[src/hdl/gwsc_pkg.sv]
package gwsc_pkg;

  localparam int unsigned WEEK_W = 10;
  localparam int unsigned SECS_W = 20;
  localparam int unsigned OFFSET_W = 8;

  localparam logic [13:0] WEEK_ROLLOVER = 14'd1024;
  localparam logic [13:0] DAYS_IN_WEEK = 14'd7;
  localparam logic [13:0] START_DAY = 14'd5;
  localparam logic [11:0] BASE_YEAR = 12'd1980;
  localparam int unsigned MONTHS = 12;

  // Constant divisions are done as a multiply by a truncated reciprocal.
  // Over the operand ranges used here, the estimate is never high and at
  // most one below the true quotient, so one compare and subtract fixes it.
  localparam logic [16:0] SEC_PER_DAY = 17'd86400;
  localparam logic [3:0] DAY_RECIP = 4'd12;
  localparam int unsigned DAY_SHIFT = 20;

  localparam logic [11:0] SEC_PER_HOUR = 12'd3600;
  localparam logic [8:0] HOUR_RECIP = 9'd291;
  localparam int unsigned HOUR_SHIFT = 20;

  localparam logic [5:0] SEC_PER_MIN = 6'd60;
  localparam logic [10:0] MIN_RECIP = 11'd1092;
  localparam int unsigned MIN_SHIFT = 16;

  localparam logic [8:0] DAYS_IN_YEAR = 9'd365;
  localparam logic [8:0] DAYS_IN_LEAP = 9'd366;
  localparam logic [11:0] YEAR_RECIP = 12'd2872;
  localparam int unsigned YEAR_SHIFT = 20;

  typedef struct packed {
    logic        tv;
    logic [9:0]  week;
    logic [3:0]  wday;
    logic [16:0] sod;
  } day_t;

  typedef struct packed {
    logic [4:0] hour;
    logic [5:0] minute;
    logic [5:0] second;
  } hms_t;

  typedef struct packed {
    logic        tv;
    logic [11:0] year;
    logic [3:0]  month;
    logic [4:0]  mday;
  } date_t;

  // Days before the start of a month, by month index from 0 to 12.
  function automatic logic [8:0] cum_days(input logic leap, input logic [3:0] idx);
    logic [8:0] days;
    case (idx)
      4'd0:    days = 9'd0;
      4'd1:    days = 9'd31;
      4'd2:    days = 9'd59;
      4'd3:    days = 9'd90;
      4'd4:    days = 9'd120;
      4'd5:    days = 9'd151;
      4'd6:    days = 9'd181;
      4'd7:    days = 9'd212;
      4'd8:    days = 9'd243;
      4'd9:    days = 9'd273;
      4'd10:   days = 9'd304;
      4'd11:   days = 9'd334;
      4'd12:   days = 9'd365;
      default: days = 9'd0;
    endcase
    if (leap && idx >= 4'd2 && idx <= 4'd12) begin
      days = days + 9'd1;
    end
    return days;
  endfunction

endpackage

[src/hdl/gps_week_seconds_to_calendar_unit.sv]
// GPS week and time of week to UTC calendar date and time.
//
// Input: raise start with week_number_i, week_seconds_i and utc_offset_i;
// the beat is taken at a rising edge where start is high and busy is low.
// busy stays low, so a new beat may be started in every cycle.
//
// Output: each beat gives one result, shown for one cycle with done_o high.
// time_valid_o is low when the offset exceeds the seconds; all calendar
// fields are then zero. The receiver cannot hold results off.
//
// Throughput is one beat per cycle. From the accepting edge to the edge that
// takes the result, the pipeline runs as follows: four stages split the
// seconds into day of week and second of day, seven stages derive year,
// month and day in parallel with the hour, minute and second, and one
// output register.
//
// Reset clears the valid bits of every stage, so beats in flight are lost
// and no result appears until new beats come through.
module gps_week_seconds_to_calendar_unit (
  input  logic        clk_i,
  input  logic        rst_ni,
  input  logic        start,
  output logic        busy,
  input  logic [9:0]  week_number_i,
  input  logic [19:0] week_seconds_i,
  input  logic [7:0]  utc_offset_i,
  output logic        done_o,
  output logic        time_valid_o,
  output logic [11:0] cal_year_o,
  output logic [3:0]  cal_month_o,
  output logic [4:0]  cal_day_o,
  output logic [4:0]  cal_hour_o,
  output logic [5:0]  cal_minute_o,
  output logic [5:0]  cal_second_o
);
  import gwsc_pkg::*;

  logic  accept;
  logic  day_vld;
  day_t  day;
  logic  hms_vld;
  hms_t  hms;
  logic  date_vld;
  date_t date;

  logic  hms_vld_q;
  hms_t  hms_q;

  logic        done_q;
  logic        tv_q;
  logic [11:0] year_q;
  logic [3:0]  month_q;
  logic [4:0]  mday_q;
  logic [4:0]  hour_q;
  logic [5:0]  minute_q;
  logic [5:0]  second_q;

  assign busy   = 1'b0;
  assign accept = start & ~busy;

  gwsc_daysplit u_daysplit (
    .clk_i    (clk_i),
    .rst_ni   (rst_ni),
    .valid_i  (accept),
    .week_i   (week_number_i),
    .secs_i   (week_seconds_i),
    .offset_i (utc_offset_i),
    .valid_o  (day_vld),
    .day_o    (day)
  );

  gwsc_hms u_hms (
    .clk_i   (clk_i),
    .rst_ni  (rst_ni),
    .valid_i (day_vld),
    .sod_i   (day.sod),
    .valid_o (hms_vld),
    .hms_o   (hms)
  );

  gwsc_ymd u_ymd (
    .clk_i   (clk_i),
    .rst_ni  (rst_ni),
    .valid_i (day_vld),
    .tv_i    (day.tv),
    .week_i  (day.week),
    .wday_i  (day.wday),
    .valid_o (date_vld),
    .date_o  (date)
  );

  // The time of day is ready one stage ahead of the date.
  always_ff @(posedge clk_i or negedge rst_ni) begin
    if (!rst_ni) begin
      hms_vld_q <= 1'b0;
      done_q    <= 1'b0;
    end else begin
      hms_vld_q <= hms_vld;
      done_q    <= date_vld;
    end
  end

  always_ff @(posedge clk_i) begin
    hms_q <= hms;
  end

  always_ff @(posedge clk_i) begin
    tv_q <= date.tv;
    if (date.tv) begin
      year_q   <= date.year;
      month_q  <= date.month;
      mday_q   <= date.mday;
      hour_q   <= hms_q.hour;
      minute_q <= hms_q.minute;
      second_q <= hms_q.second;
    end else begin
      year_q   <= '0;
      month_q  <= '0;
      mday_q   <= '0;
      hour_q   <= '0;
      minute_q <= '0;
      second_q <= '0;
    end
  end

  assign done_o       = done_q;
  assign time_valid_o = tv_q;
  assign cal_year_o   = year_q;
  assign cal_month_o  = month_q;
  assign cal_day_o    = mday_q;
  assign cal_hour_o   = hour_q;
  assign cal_minute_o = minute_q;
  assign cal_second_o = second_q;

  a_paths_aligned : assert property (@(posedge clk_i) disable iff (!rst_ni)
    hms_vld_q == date_vld)
    else $error("time of day and date paths out of step");

  a_latency : assert property (@(posedge clk_i) disable iff (!rst_ni)
    done_o |-> $past(accept, 12))
    else $error("result without a beat taken twelve cycles before");

  a_invalid_zero : assert property (@(posedge clk_i) disable iff (!rst_ni)
    (done_o && !time_valid_o) |->
      (cal_year_o == 12'd0 && cal_month_o == 4'd0 && cal_day_o == 5'd0 &&
       cal_hour_o == 5'd0 && cal_minute_o == 6'd0 && cal_second_o == 6'd0))
    else $error("invalid time with nonzero calendar fields");

  a_tod_range : assert property (@(posedge clk_i) disable iff (!rst_ni)
    (done_o && time_valid_o) |->
      (cal_hour_o < 5'd24 && cal_minute_o < 6'd60 && cal_second_o < 6'd60 &&
       cal_month_o >= 4'd1 && cal_month_o <= 4'd12 && cal_day_o >= 5'd1))
    else $error("calendar field out of range");

endmodule

[src/hdl/gwsc_daysplit.sv]
module gwsc_daysplit (
  input  logic                clk_i,
  input  logic                rst_ni,
  input  logic                valid_i,
  input  logic [9:0]          week_i,
  input  logic [19:0]         secs_i,
  input  logic [7:0]          offset_i,
  output logic                valid_o,
  output gwsc_pkg::day_t      day_o
);
  import gwsc_pkg::*;

  logic [3:0]  vld_q;

  logic [20:0] diff_d;
  logic        s1_tv_q;
  logic [9:0]  s1_week_q;
  logic [19:0] s1_d_q;

  logic [23:0] day_prod;
  logic        s2_tv_q;
  logic [9:0]  s2_week_q;
  logic [19:0] s2_d_q;
  logic [3:0]  s2_qe_q;

  logic [20:0] rem_full;
  logic        s3_tv_q;
  logic [9:0]  s3_week_q;
  logic [3:0]  s3_qe_q;
  logic [17:0] s3_r_q;

  logic        fix_day;
  logic        s4_tv_q;
  logic [9:0]  s4_week_q;
  logic [3:0]  s4_wday_q;
  logic [16:0] s4_sod_q;

  always_ff @(posedge clk_i or negedge rst_ni) begin
    if (!rst_ni) begin
      vld_q <= '0;
    end else begin
      vld_q <= {vld_q[2:0], valid_i};
    end
  end

  // Stage 1: remove the leap seconds. A borrow marks the time invalid.
  assign diff_d = {1'b0, secs_i} - {13'd0, offset_i};

  always_ff @(posedge clk_i) begin
    s1_tv_q   <= ~diff_d[20];
    s1_week_q <= week_i;
    s1_d_q    <= diff_d[19:0];
  end

  // Stage 2: estimate of the day of the week.
  assign day_prod = {4'd0, s1_d_q} * {20'd0, DAY_RECIP};

  always_ff @(posedge clk_i) begin
    s2_tv_q   <= s1_tv_q;
    s2_week_q <= s1_week_q;
    s2_d_q    <= s1_d_q;
    s2_qe_q   <= day_prod[DAY_SHIFT +: 4];
  end

  // Stage 3: remainder against the estimate, below two days.
  assign rem_full = {1'b0, s2_d_q} - {17'd0, s2_qe_q} * {4'd0, SEC_PER_DAY};

  always_ff @(posedge clk_i) begin
    s3_tv_q   <= s2_tv_q;
    s3_week_q <= s2_week_q;
    s3_qe_q   <= s2_qe_q;
    s3_r_q    <= rem_full[17:0];
  end

  // Stage 4: correct the estimate by one day where needed.
  assign fix_day = s3_r_q >= {1'b0, SEC_PER_DAY};

  always_ff @(posedge clk_i) begin
    s4_tv_q   <= s3_tv_q;
    s4_week_q <= s3_week_q;
    if (fix_day) begin
      s4_wday_q <= s3_qe_q + 4'd1;
      s4_sod_q  <= 17'(s3_r_q - {1'b0, SEC_PER_DAY});
    end else begin
      s4_wday_q <= s3_qe_q;
      s4_sod_q  <= s3_r_q[16:0];
    end
  end

  assign valid_o   = vld_q[3];
  assign day_o.tv   = s4_tv_q;
  assign day_o.week = s4_week_q;
  assign day_o.wday = s4_wday_q;
  assign day_o.sod  = s4_sod_q;

endmodule

[src/hdl/gwsc_hms.sv]
module gwsc_hms (
  input  logic           clk_i,
  input  logic           rst_ni,
  input  logic           valid_i,
  input  logic [16:0]    sod_i,
  output logic           valid_o,
  output gwsc_pkg::hms_t hms_o
);
  import gwsc_pkg::*;

  logic [5:0]  vld_q;

  logic [25:0] hour_prod;
  logic [16:0] h1_sod_q;
  logic [4:0]  h1_he_q;

  logic [16:0] hour_rem;
  logic [4:0]  h2_he_q;
  logic [12:0] h2_r_q;

  logic [4:0]  h3_hour_q;
  logic [11:0] h3_r_q;

  logic [22:0] min_prod;
  logic [4:0]  h4_hour_q;
  logic [11:0] h4_r_q;
  logic [5:0]  h4_me_q;

  logic [11:0] min_rem;
  logic [4:0]  h5_hour_q;
  logic [5:0]  h5_me_q;
  logic [6:0]  h5_r_q;

  logic [4:0]  h6_hour_q;
  logic [5:0]  h6_min_q;
  logic [5:0]  h6_sec_q;

  always_ff @(posedge clk_i or negedge rst_ni) begin
    if (!rst_ni) begin
      vld_q <= '0;
    end else begin
      vld_q <= {vld_q[4:0], valid_i};
    end
  end

  assign hour_prod = {9'd0, sod_i} * {17'd0, HOUR_RECIP};

  always_ff @(posedge clk_i) begin
    h1_sod_q <= sod_i;
    h1_he_q  <= hour_prod[HOUR_SHIFT +: 5];
  end

  assign hour_rem = h1_sod_q - {12'd0, h1_he_q} * {5'd0, SEC_PER_HOUR};

  always_ff @(posedge clk_i) begin
    h2_he_q <= h1_he_q;
    h2_r_q  <= hour_rem[12:0];
  end

  always_ff @(posedge clk_i) begin
    if (h2_r_q >= {1'b0, SEC_PER_HOUR}) begin
      h3_hour_q <= h2_he_q + 5'd1;
      h3_r_q    <= 12'(h2_r_q - {1'b0, SEC_PER_HOUR});
    end else begin
      h3_hour_q <= h2_he_q;
      h3_r_q    <= h2_r_q[11:0];
    end
  end

  assign min_prod = {11'd0, h3_r_q} * {12'd0, MIN_RECIP};

  always_ff @(posedge clk_i) begin
    h4_hour_q <= h3_hour_q;
    h4_r_q    <= h3_r_q;
    h4_me_q   <= min_prod[MIN_SHIFT +: 6];
  end

  assign min_rem = h4_r_q - {6'd0, h4_me_q} * {6'd0, SEC_PER_MIN};

  always_ff @(posedge clk_i) begin
    h5_hour_q <= h4_hour_q;
    h5_me_q   <= h4_me_q;
    h5_r_q    <= min_rem[6:0];
  end

  always_ff @(posedge clk_i) begin
    h6_hour_q <= h5_hour_q;
    if (h5_r_q >= {1'b0, SEC_PER_MIN}) begin
      h6_min_q <= h5_me_q + 6'd1;
      h6_sec_q <= 6'(h5_r_q - {1'b0, SEC_PER_MIN});
    end else begin
      h6_min_q <= h5_me_q;
      h6_sec_q <= h5_r_q[5:0];
    end
  end

  assign valid_o      = vld_q[5];
  assign hms_o.hour   = h6_hour_q;
  assign hms_o.minute = h6_min_q;
  assign hms_o.second = h6_sec_q;

endmodule

[src/hdl/gwsc_ymd.sv]
module gwsc_ymd (
  input  logic            clk_i,
  input  logic            rst_ni,
  input  logic            valid_i,
  input  logic            tv_i,
  input  logic [9:0]      week_i,
  input  logic [3:0]      wday_i,
  output logic            valid_o,
  output gwsc_pkg::date_t date_o
);
  import gwsc_pkg::*;

  logic [6:0]  vld_q;
  logic [6:0]  tv_q;

  logic [13:0] week_ext;
  logic [13:0] total_d;
  logic [13:0] y1_total_q;

  logic [25:0] year_prod;
  logic [13:0] y2_total_q;
  logic [5:0]  y2_ye_q;

  logic [13:0] year_rem;
  logic [5:0]  y3_ye_q;
  logic [9:0]  y3_r_q;

  logic [5:0]  yr4;
  logic [8:0]  r4;
  logic [5:0]  yr4_m1;
  logic [9:0]  y4_doy_q;
  logic [5:0]  y4_yr_q;

  logic        roll;
  logic [5:0]  yr5;
  logic [8:0]  year_len;
  logic [8:0]  y5_doy_q;
  logic [5:0]  y5_yr_q;

  logic        leap5;
  logic [3:0]  cnt;
  logic [8:0]  y6_doy_q;
  logic [5:0]  y6_yr_q;
  logic        y6_leap_q;
  logic [3:0]  y6_month_q;

  logic [8:0]  mday_full;
  logic [11:0] y7_year_q;
  logic [3:0]  y7_month_q;
  logic [4:0]  y7_mday_q;

  always_ff @(posedge clk_i or negedge rst_ni) begin
    if (!rst_ni) begin
      vld_q <= '0;
    end else begin
      vld_q <= {vld_q[5:0], valid_i};
    end
  end

  always_ff @(posedge clk_i) begin
    tv_q <= {tv_q[5:0], tv_i};
  end

  // Stage 1: days since 1 January 1980 after the fixed week rollover.
  assign week_ext = {4'd0, week_i} + WEEK_ROLLOVER;
  assign total_d  = week_ext * DAYS_IN_WEEK + {10'd0, wday_i} + START_DAY;

  always_ff @(posedge clk_i) begin
    y1_total_q <= total_d;
  end

  // Stage 2: year estimate in common years.
  assign year_prod = {12'd0, y1_total_q} * {14'd0, YEAR_RECIP};

  always_ff @(posedge clk_i) begin
    y2_total_q <= y1_total_q;
    y2_ye_q    <= year_prod[YEAR_SHIFT +: 6];
  end

  assign year_rem = y2_total_q - {8'd0, y2_ye_q} * {5'd0, DAYS_IN_YEAR};

  always_ff @(posedge clk_i) begin
    y3_ye_q <= y2_ye_q;
    y3_r_q  <= year_rem[9:0];
  end

  // Stage 4: finish the division, then take off one day per leap year
  // already passed. The day of year may come out zero or negative here.
  always_comb begin
    if (y3_r_q >= {1'b0, DAYS_IN_YEAR}) begin
      yr4 = y3_ye_q + 6'd1;
      r4  = 9'(y3_r_q - {1'b0, DAYS_IN_YEAR});
    end else begin
      yr4 = y3_ye_q;
      r4  = y3_r_q[8:0];
    end
    yr4_m1 = yr4 - 6'd1;
  end

  always_ff @(posedge clk_i) begin
    y4_yr_q  <= yr4;
    y4_doy_q <= {1'b0, r4} - {6'd0, yr4_m1[5:2]};
  end

  // Stage 5: one rollback into the previous year.
  assign roll     = y4_doy_q[9] || (y4_doy_q == 10'd0);
  assign yr5      = y4_yr_q - 6'd1;
  assign year_len = (yr5[1:0] == 2'b00) ? DAYS_IN_LEAP : DAYS_IN_YEAR;

  always_ff @(posedge clk_i) begin
    if (roll) begin
      y5_yr_q  <= yr5;
      y5_doy_q <= 9'(y4_doy_q + {1'b0, year_len});
    end else begin
      y5_yr_q  <= y4_yr_q;
      y5_doy_q <= y4_doy_q[8:0];
    end
  end

  // Stage 6: the month is one more than the count of month ends passed.
  assign leap5 = (y5_yr_q[1:0] == 2'b00);

  always_comb begin
    cnt = 4'd0;
    for (int m = 1; m <= MONTHS; m++) begin
      cnt = cnt + 4'(y5_doy_q > cum_days(leap5, 4'(m)));
    end
  end

  always_ff @(posedge clk_i) begin
    y6_doy_q   <= y5_doy_q;
    y6_yr_q    <= y5_yr_q;
    y6_leap_q  <= leap5;
    y6_month_q <= cnt + 4'd1;
  end

  assign mday_full = y6_doy_q - cum_days(y6_leap_q, y6_month_q - 4'd1);

  always_ff @(posedge clk_i) begin
    y7_year_q  <= {6'd0, y6_yr_q} + BASE_YEAR;
    y7_month_q <= y6_month_q;
    y7_mday_q  <= mday_full[4:0];
  end

  assign valid_o      = vld_q[6];
  assign date_o.tv    = tv_q[6];
  assign date_o.year  = y7_year_q;
  assign date_o.month = y7_month_q;
  assign date_o.mday  = y7_mday_q;

endmodule

[config.mk]
export PLATFORM = sky130hd
export DESIGN_NAME = gps_week_seconds_to_calendar_unit
export DESIGN_NICKNAME = d
export VERILOG_FILES = /design/src/hdl/gwsc_pkg.sv /design/src/hdl/gps_week_seconds_to_calendar_unit.sv /design/src/hdl/gwsc_daysplit.sv /design/src/hdl/gwsc_hms.sv /design/src/hdl/gwsc_ymd.sv
export SDC_FILE = /design/constraint.sdc
export NUM_CORES = 1
export LEC_CHECK = 0
export BUFFER_PORTS_ARGS = -buffer_cell sky130_fd_sc_hd__buf_2
export CORE_ASPECT_RATIO = 0.7
export CORE_MARGIN = 2
export CORE_UTILIZATION = 55
export CTS_CLUSTER_SIZE = 40
export DETAILED_ROUTE_END_ITERATION = 10
export GPL_ROUTABILITY_DRIVEN = 0
export PLACE_DENSITY = 0.7
export SYNTH_ARGS = -nofsm -noshare
export SYNTH_HDL_FRONTEND = slang
export SYNTH_HIERARCHICAL = 1
export SYNTH_SLANG_ARGS = --single-unit
[constraint.sdc]
create_clock -name clk_i -period 5.9 [get_ports clk_i]
set_input_delay 0.885 -clock clk_i [delete_from_list [all_inputs] [get_ports clk_i]]
set_output_delay 0.885 -clock clk_i [all_outputs]
set_load 0.01 [all_outputs]
==> results.txt, run 1 <==
Crit path depth: 16
H-tree depth: 2
Max Clock Freq: 197 MHz
Skew final: 0.0222 ns
Num CTS Buffers: 41
Post-CTS setup buffer count: 0
TNS Setup: 0 ns
Vias: 13300
Max-slew violation count: 0
Height of the die: 170 um
Slew Limit Headroom: 23.6%
Commonest non-fill, non-tap cells in the layout: dfxtp_1, ha_1, inv_1
Number of global-route vias before repair: 13500
Worst stage delay on the critical path: 0.56 ns
WL final: 34500 um
Worst hold path type: in -> async
Fillers: 3230
Clk pin slew, worst setup/hold paths: 0.06 ns
Most Frequent Cell on Critical Path: fa_1
Port buffer count: 80
Worst Tran Pin Value: 1.14 ns
Period Utilization, post-route: 86.1%
Remaining DRCs: 0
Critical R2R Capture: u_ymd/y6_month_q[2]
Hold Fails Final Rpt: 0
Critical-path cell list: nor2_1, inv_1, ha_1, o2bb2ai_1, a21oi_1, a31oi_1, o21a_1, nor2_1, fa_1, fa_1, fa_1, inv_1, fa_1, fa_1, fa_1, xor2_1
Clock Path Buffers: 3
YS warnings: 6
Diodes inserted: 0
DIE WIDTH: 241 um
Core box area: 0.0386 sq mm
Starting Density: 56.0%
Drt pass-1 iters: 5
Reg-to-reg startpoint: u_ymd/y5_yr_q[0]
GR Overflow Total: 0
# hold bufs at CTS: 0
Final nets: 2593
RSZ-0062 raised after global routing: no
CP bufs+invs: 2
Worst Path Arrival: 5.52 ns
Critical Path RT: 6.34 ns
Fraction of layout cells with a size suffix above 1: 8.52%
Antenna violations before repair: 0
Commonest non-fill, non-tap cell in the layout: dfxtp_1
Final setup viols: 0
CP top delay family: adder cells
Run status: completed
Root Driver: clkbuf_16
Global-route wire length before repair: 60500 um
# rows: 60
Max FO, Critical Path: 7
Register-to-Register Path Depth: 16
Drt wl/cell: 13.0 um
CP Launch Type: flip-flop
Max-Cap Viols: 0
Pin count of the biggest net entering global routing: 40
Crit end category: flip-flop
CP max-delay cell: fa_1
Syn Inst Count: 1993
Area growth syn-to-layout: 10.5%
Via/cell ratio: 5.01
Io pins: 82
Hpwl dp: 27000 um
ANT nets after route: 0
Cts repair resizes: 0
Critical path class: reg -> reg
Mapped Avg Cell Area: 10.8 sq um
Register-to-register setup slack: 0.82 ns
CTS tree: done
Clk sinks: 419
Post-Syn Area: 0.0216 sq mm
DIE AREA: 0.0409 sq mm
DRT iter0 DRCs: 624
Worst-Skew Late Latency: 0.56 ns
Minimum clock period: 5.08 ns
Tot GR Track Use: 17.7%
[state kept, by name, indices dropped and copies added, names as in the netlist, 12 cells and up]
name,flops
u_daysplit/s1_d_q,20
u_daysplit/s2_d_q,18
u_daysplit/s3_r_q,18
hms_q,17
u_daysplit/s4_sod_q,17
u_ymd/y1_total_q,14
u_hms/h1_sod_q,13
u_hms/h2_r_q,13
cal_year_o,12
u_hms/h3_r_q,12
[worst register-to-register path, delay by kind of cell (launching register included)]
kind                       cells  cell delay (ns)
xor gates and xnor gates       1             0.14
DFF                            1             0.32
adders and majority gates      7             3.26
AOI/OAI and AO/OA              4             0.63
buffers and inverters          2             0.28
and+or+nand+nor                2             0.32
[per-layer routing]
layer,GRT usage (%),part of all wire (%)
met3,3.03,3.6
met4,3.92,1.6
met5,0,0
met2,29.7,45
met1,24.0,49
[stage by stage]
stage          util [%]  hold WS, ns  area [sq um]  instances  setup WS (ns)
2_1_floorplan         -        0.310         21600       1996           1.16
3_3_place_gp       58.3        0.310         22500       2577          0.981
3_5_place_dp       58.3        0.312         22500       2577          0.872
4_1_cts            61.9        0.176         23900       2651          0.818
5_1_grt            61.9        0.193         23900       2651          0.561
6_report           61.9        0.204         23900       2651          0.818
[how the worst max path moves through the flow]
stage                            startpoint                  end  slack, ns
final                      u_ymd/y5_yr_q[0]  u_ymd/y6_month_q[2]       0.82
after detailed placement   u_ymd/y5_yr_q[1]  u_ymd/y6_month_q[2]       0.87
after global placement     u_ymd/y5_yr_q[1]  u_ymd/y6_month_q[2]       0.98
after floorplan           u_ymd/y5_doy_q[2]  u_ymd/y6_month_q[2]       1.16
after global routing       u_ymd/y5_yr_q[0]  u_ymd/y6_month_q[2]       0.56
after CTS                  u_ymd/y5_yr_q[1]  u_ymd/y6_month_q[2]       0.82
[area by class of cell]
class	instances	area (sq um)	area share, %
Tap cell	527	659	2.76
Sequential cell	419	8450	35.4
Inverter	276	1040	4.34
Clock buffer	56	1170	4.91
Clock inverter	18	209	0.875
Timing Repair Buffer	80	400	1.68
Multi-Input combinational cell	1275	11900	50.0
Power of run 1 is left out: the tool's default activity adds up to more than one toggle a clock period on the data nets, which glitch-free logic cannot reach.
==> run 2, diff against run 1 <==
HOLD_SLACK_MARGIN = 0.1   (was unset)
RECOVER_POWER = 50   (was unset)
==> results.txt, run 2 (synthesized netlist as in run 1, its figures left out) <==
Remaining DRCs: 0 (unchanged)
Skew final: 0.0220 ns (-0.000145 ns)
Final nets: 2593 (unchanged)
Drt wl/cell: 13.0 um (about the same)
CP Launch Type: flip-flop
Regs by FF count: u_daysplit/s1_d_q x20, u_daysplit/s2_d_q x18, u_daysplit/s3_r_q x18
Hold path depth: 0
Core box area: 0.0386 sq mm (unchanged)
Worst Path Arrival: 5.52 ns (about the same)
Fraction of layout cells with a size suffix above 1: 8.47% (-0.047 points)
Register-to-Register Path Depth: 16 (unchanged)
# rows: 60 (unchanged)
Antenna violations before repair: 0 (unchanged)
Critical-path cell list: nor2_1, inv_1, ha_1, o2bb2ai_1, a21oi_1, a31oi_1, o21a_1, nor2_1, fa_1, fa_1, fa_1, inv_1, fa_1, fa_1, fa_1, xor2_1
Number of global-route vias before repair: 13500 (unchanged)
# hold bufs at CTS: 0 (unchanged)
Period Utilization, post-route: 86.1% (about the same)
Hold Fails Final Rpt: 0 (unchanged)
Diodes inserted: 0 (unchanged)
Slew Limit Headroom: 23.6% (+0.030 points)
Pin count of the biggest net entering global routing: 40 (unchanged)
Worst hold path type: reg -> reg
Commonest non-fill, non-tap cells in the layout: dfxtp_1, ha_1, inv_1
Worst Tran Pin Value: 1.14 ns (-0.000453 ns)
Critical Path RT: 6.34 ns (about the same)
H-tree depth: 2 (unchanged)
Final setup viols: 0 (unchanged)
Most Frequent Cell on Critical Path: fa_1
Critical path class: reg -> reg
Height of the die: 170 um (unchanged)
Max-Cap Viols: 0 (unchanged)
CP max-delay cell: fa_1
Max reg flops: 20 (unchanged)
CP top delay family: adder cells
CP bufs+invs: 2 (unchanged)
Biggest register: u_daysplit/s1_d_q
Num CTS Buffers: 41 (unchanged)
Global-route wire length before repair: 60500 um (unchanged)
Drt pass-1 iters: 5 (unchanged)
Vias: 13300 (-0.060%)
Clk sinks: 419 (unchanged)
Area growth syn-to-layout: 10.5% (about the same)
Crit end category: flip-flop
Io pins: 82 (unchanged)
Fillers: 3231 (+0.031%)
Worst stage delay on the critical path: 0.56 ns (about the same)
Clk pin slew, worst setup/hold paths: 0.06 ns (about the same)
RSZ-0062 raised after global routing: no
Via/cell ratio: 5.00 (about the same)
CTS tree: done
Cts repair resizes: 0 (unchanged)
ANT nets after route: 0 (unchanged)
Util after Layout: 61.9% (about the same)
Max-slew violation count: 0 (unchanged)
Hpwl dp: 27000 um (unchanged)
GR Overflow Total: 0 (unchanged)
Clock Path Buffers: 3 (unchanged)
Post-CTS setup buffer count: 0 (unchanged)
Max Clock Freq: 197 MHz (about the same)
Area taken by multi-input logic gates: 0.0119 sq mm (unchanged)
Root Driver: clkbuf_16
Max FO, Critical Path: 7 (unchanged)
FF+latch area: 0.00845 sq mm (unchanged)
WL final: 34500 um (about the same)
Crit path depth: 16 (unchanged)
Run status: completed
TNS Setup: 0 ns (unchanged)
DIE WIDTH: 241 um (unchanged)
Commonest non-fill, non-tap cell in the layout: dfxtp_1
Tot GR Track Use: 17.7% (unchanged)
Port buffer count: 80 (unchanged)
Starting Density: 56.0% (unchanged)
DIE AREA: 0.0409 sq mm (unchanged)
Worst-Skew Late Latency: 0.56 ns (about the same)
Minimum clock period: 5.08 ns (-0.0000380 ns)
DRT iter0 DRCs: 624 (unchanged)
## run 2: final timing paths
kind / start / endpoint / slack [ns]
setup / recovery: u_ymd/y5_yr_q[0] / u_ymd/y6_month_q[2] / 0.82
hold / removal: u_hms/h1_sod_q[3] / u_hms/h2_r_q[3] / 0.31
setup reg to reg: u_ymd/y5_yr_q[0] / u_ymd/y6_month_q[2] / 0.82
hold reg to reg: u_hms/h1_sod_q[3] / u_hms/h2_r_q[3] / 0.31
max in group asynchronous: rst_ni / u_daysplit/vld_q[2] / 5.17
min in group asynchronous: rst_ni / u_ymd/vld_q[6] / 0.33
## run 2: cell type report
class	count	share of cell area, %
sequential	419	35.4
clock buffer	56	4.91
clock inverter	18	0.875
tap	527	2.76
inverter	276	4.34
multi-input combinational	1275	50.0
timing repair buffer	80	1.67
## run 2: metal layers
layer  wire (um)  vias up  track usage (%)
met5           0        -                0
met4         540        0             3.92
met3        1240       48             3.03
met2       15700      171             29.7
met1       17000     6212             24.0
li1            -     6830                -
## run 2: metrics by stage
step / worst slack (ns) / cell area (sq um) / std cells / hold slack (ns)
floorplan: 1.16 / 21600 / 1996 / 0.310
global placement: 0.981 / 22500 / 2577 / 0.310
detailed placement: 0.872 / 22500 / 2577 / 0.312
CTS: 0.818 / 23900 / 2651 / 0.176
global route: 0.561 / 23900 / 2651 / 0.313
finish: 0.818 / 23900 / 2651 / 0.312
Power of run 2 is left out for the same reason.
==> run 3, diff against run 2 <==
CORE_ASPECT_RATIO = 0.8   (was 0.7)
==> results.txt, run 3 (synthesized netlist as in run 1, its figures left out) <==
Skew final: 0.0130 ns (-0.00905 ns)
Max reg flops: 20 (unchanged)
GR Overflow Total: 0 (unchanged)
Biggest register: u_daysplit/s1_d_q
Reg-to-reg startpoint: u_ymd/y5_yr_q[1]
Regs by FF count: u_daysplit/s1_d_q x20, u_daysplit/s2_d_q x18, u_daysplit/s3_r_q x18
Height of the die: 181 um (+6.7%)
CTS tree: done
TNS Setup: 0 ns (unchanged)
CP Launch Type: flip-flop
Max Clock Freq: 196 MHz (-0.32%)
Drt pass-1 iters: 6 (+1)
WL final: 33300 um (-3.6%)
CP startpoint: u_ymd/y5_yr_q[1]
Diodes inserted: 0 (unchanged)
Clk pin slew, worst setup/hold paths: 0.06 ns (about the same)
ANT nets after route: 0 (unchanged)
H-tree depth: 2 (unchanged)
Pre-CTS setup slack: 0.804 ns (-0.0676 ns)
DIE WIDTH: 226 um (-6.4%)
Final Worst Setup Slack: 0.802 ns (-0.0161 ns)
Run status: completed
Io pins: 82 (unchanged)
Critical Path RT: 6.34 ns (about the same)
DIE AREA: 0.0409 sq mm (about the same)
Post-CTS setup buffer count: 0 (unchanged)
Hold Fails Final Rpt: 0 (unchanged)
Tot GR Track Use: 17.0% (-0.71 points)
Clk sinks: 419 (unchanged)
Vias: 13300 (-0.038%)
Worst Path Arrival: 5.54 ns (+0.02 ns)
Final setup viols: 0 (unchanged)
Area taken by multi-input logic gates: 0.0119 sq mm (unchanged)
Cts repair resizes: 0 (unchanged)
Slew Limit Headroom: 37.2% (+14 points)
Hpwl dp: 25800 um (-4.4%)
Core box area: 0.0384 sq mm (-0.39%)
Max-slew violation count: 0 (unchanged)
Max-Cap Viols: 0 (unchanged)
Placed cells: 2545 (-1.2%)
Worst hold path type: in -> async
Commonest non-fill, non-tap cells in the layout: dfxtp_1, ha_1, inv_1
Final nets: 2593 (unchanged)
Clock Path Buffers: 3 (unchanged)
RSZ-0062 raised after global routing: no
Via/cell ratio: 5.06 (+1.1%)
Port buffer count: 80 (unchanged)
Commonest non-fill, non-tap cell in the layout: dfxtp_1
Fraction of layout cells with a size suffix above 1: 8.66% (+0.18 points)
Num CTS Buffers: 41 (unchanged)
Pin count of the biggest net entering global routing: 40 (unchanged)
FF+latch area: 0.00845 sq mm (unchanged)
Minimum clock period: 5.10 ns (+0.0161 ns)
# rows: 64 (+6.7%)
Root Driver: clkbuf_16
Worst Tran Pin Value: 0.941 ns (-0.204 ns)
Number of global-route vias before repair: 13300 (-0.79%)
Fillers: 3096 (-4.2%)
# hold bufs at CTS: 0 (unchanged)
Area growth syn-to-layout: 11.0%
Starting Density: 56.2% (+0.22 points)
Crit end category: flip-flop
Period Utilization, post-route: 86.4% (+0.27 points)
Final std cells w/o fill: 2620 (-1.2%)
Drt wl/cell: 12.7 um (-2.4%)
Global-route wire length before repair: 58800 um (-2.8%)
Max FO, Critical Path: 7 (unchanged)
Remaining DRCs: 0 (unchanged)
Critical path class: reg -> reg
Worst-Skew Late Latency: 0.55 ns (about the same)
Antenna violations before repair: 0 (unchanged)
DRT iter0 DRCs: 468 (-25%)
[run 3: changes by cell type in the layout (fill, tap and decap cells not counted)]
cell       delta
bufinv_16     +7
clkinv_8      +1
clkbuf_16     +1
clkinv_2      +1
clkinv_16     -1
clkbuf_8      -5
clkinv_4      +1
inv_6         -1
clkbuf_1      -3
[run 3: cell type report]
cell class	instances	area share [%]
Timing Repair Buffer	80	1.66
Multi-Input combinational cell	1275	49.8
Inverter	276	4.32
Sequential cell	419	35.2
Clock buffer	49	4.66
Tap cell	495	2.58
Clock inverter	26	1.71
[run 3: final timing paths]
kind                                  endpoint  slack [ns]  cells past startpoint
max                        u_ymd/y6_month_q[2]        0.80                     16
max in group asynchronous  u_daysplit/vld_q[2]        5.20                      1
min reg2reg                      u_ymd/tv_q[0]        0.31                      0
max reg2reg                u_ymd/y6_month_q[2]        0.80                     16
min in group clk_i               u_ymd/tv_q[0]        0.31                      0
min                                     done_o        0.31                      1
[run 3: through the flow]
stage	area, sq um	utilization [%]	hold slack [ns]
3_5_place_dp	22400	58.4	0.312
3_3_place_gp	22400	58.4	0.310
5_1_grt	24000	62.4	0.317
6_report	24000	62.4	0.313
4_1_cts	24000	62.4	0.173
2_1_floorplan	21600	-	0.310
[run 3: metal layers]
| metal | part of all wire [%] | GRT usage, % |
|---|---|---|
| met5 | 0 | 0 |
| met4 | 2.1 | 4.64 |
| met1 | 47 | 22.2 |
| met2 | 47 | 29.1 |
| met3 | 3.8 | 2.91 |
[run 3: worst max-delay path, cell delays in order (launching register included)]
cell and delay, ns:
dfxtp_1 0.31, nor2_1 0.26, inv_1 0.22, ha_1 0.36, o2bb2ai_1 0.20, a21oi_1 0.11
a31oi_1 0.23, o21a_1 0.15, nor2_1 0.05, fa_1 0.55, fa_1 0.44, fa_1 0.54
inv_1 0.06, fa_1 0.51, fa_1 0.47, fa_1 0.39, xor2_1 0.15
Power of run 3 is left out for the same reason.
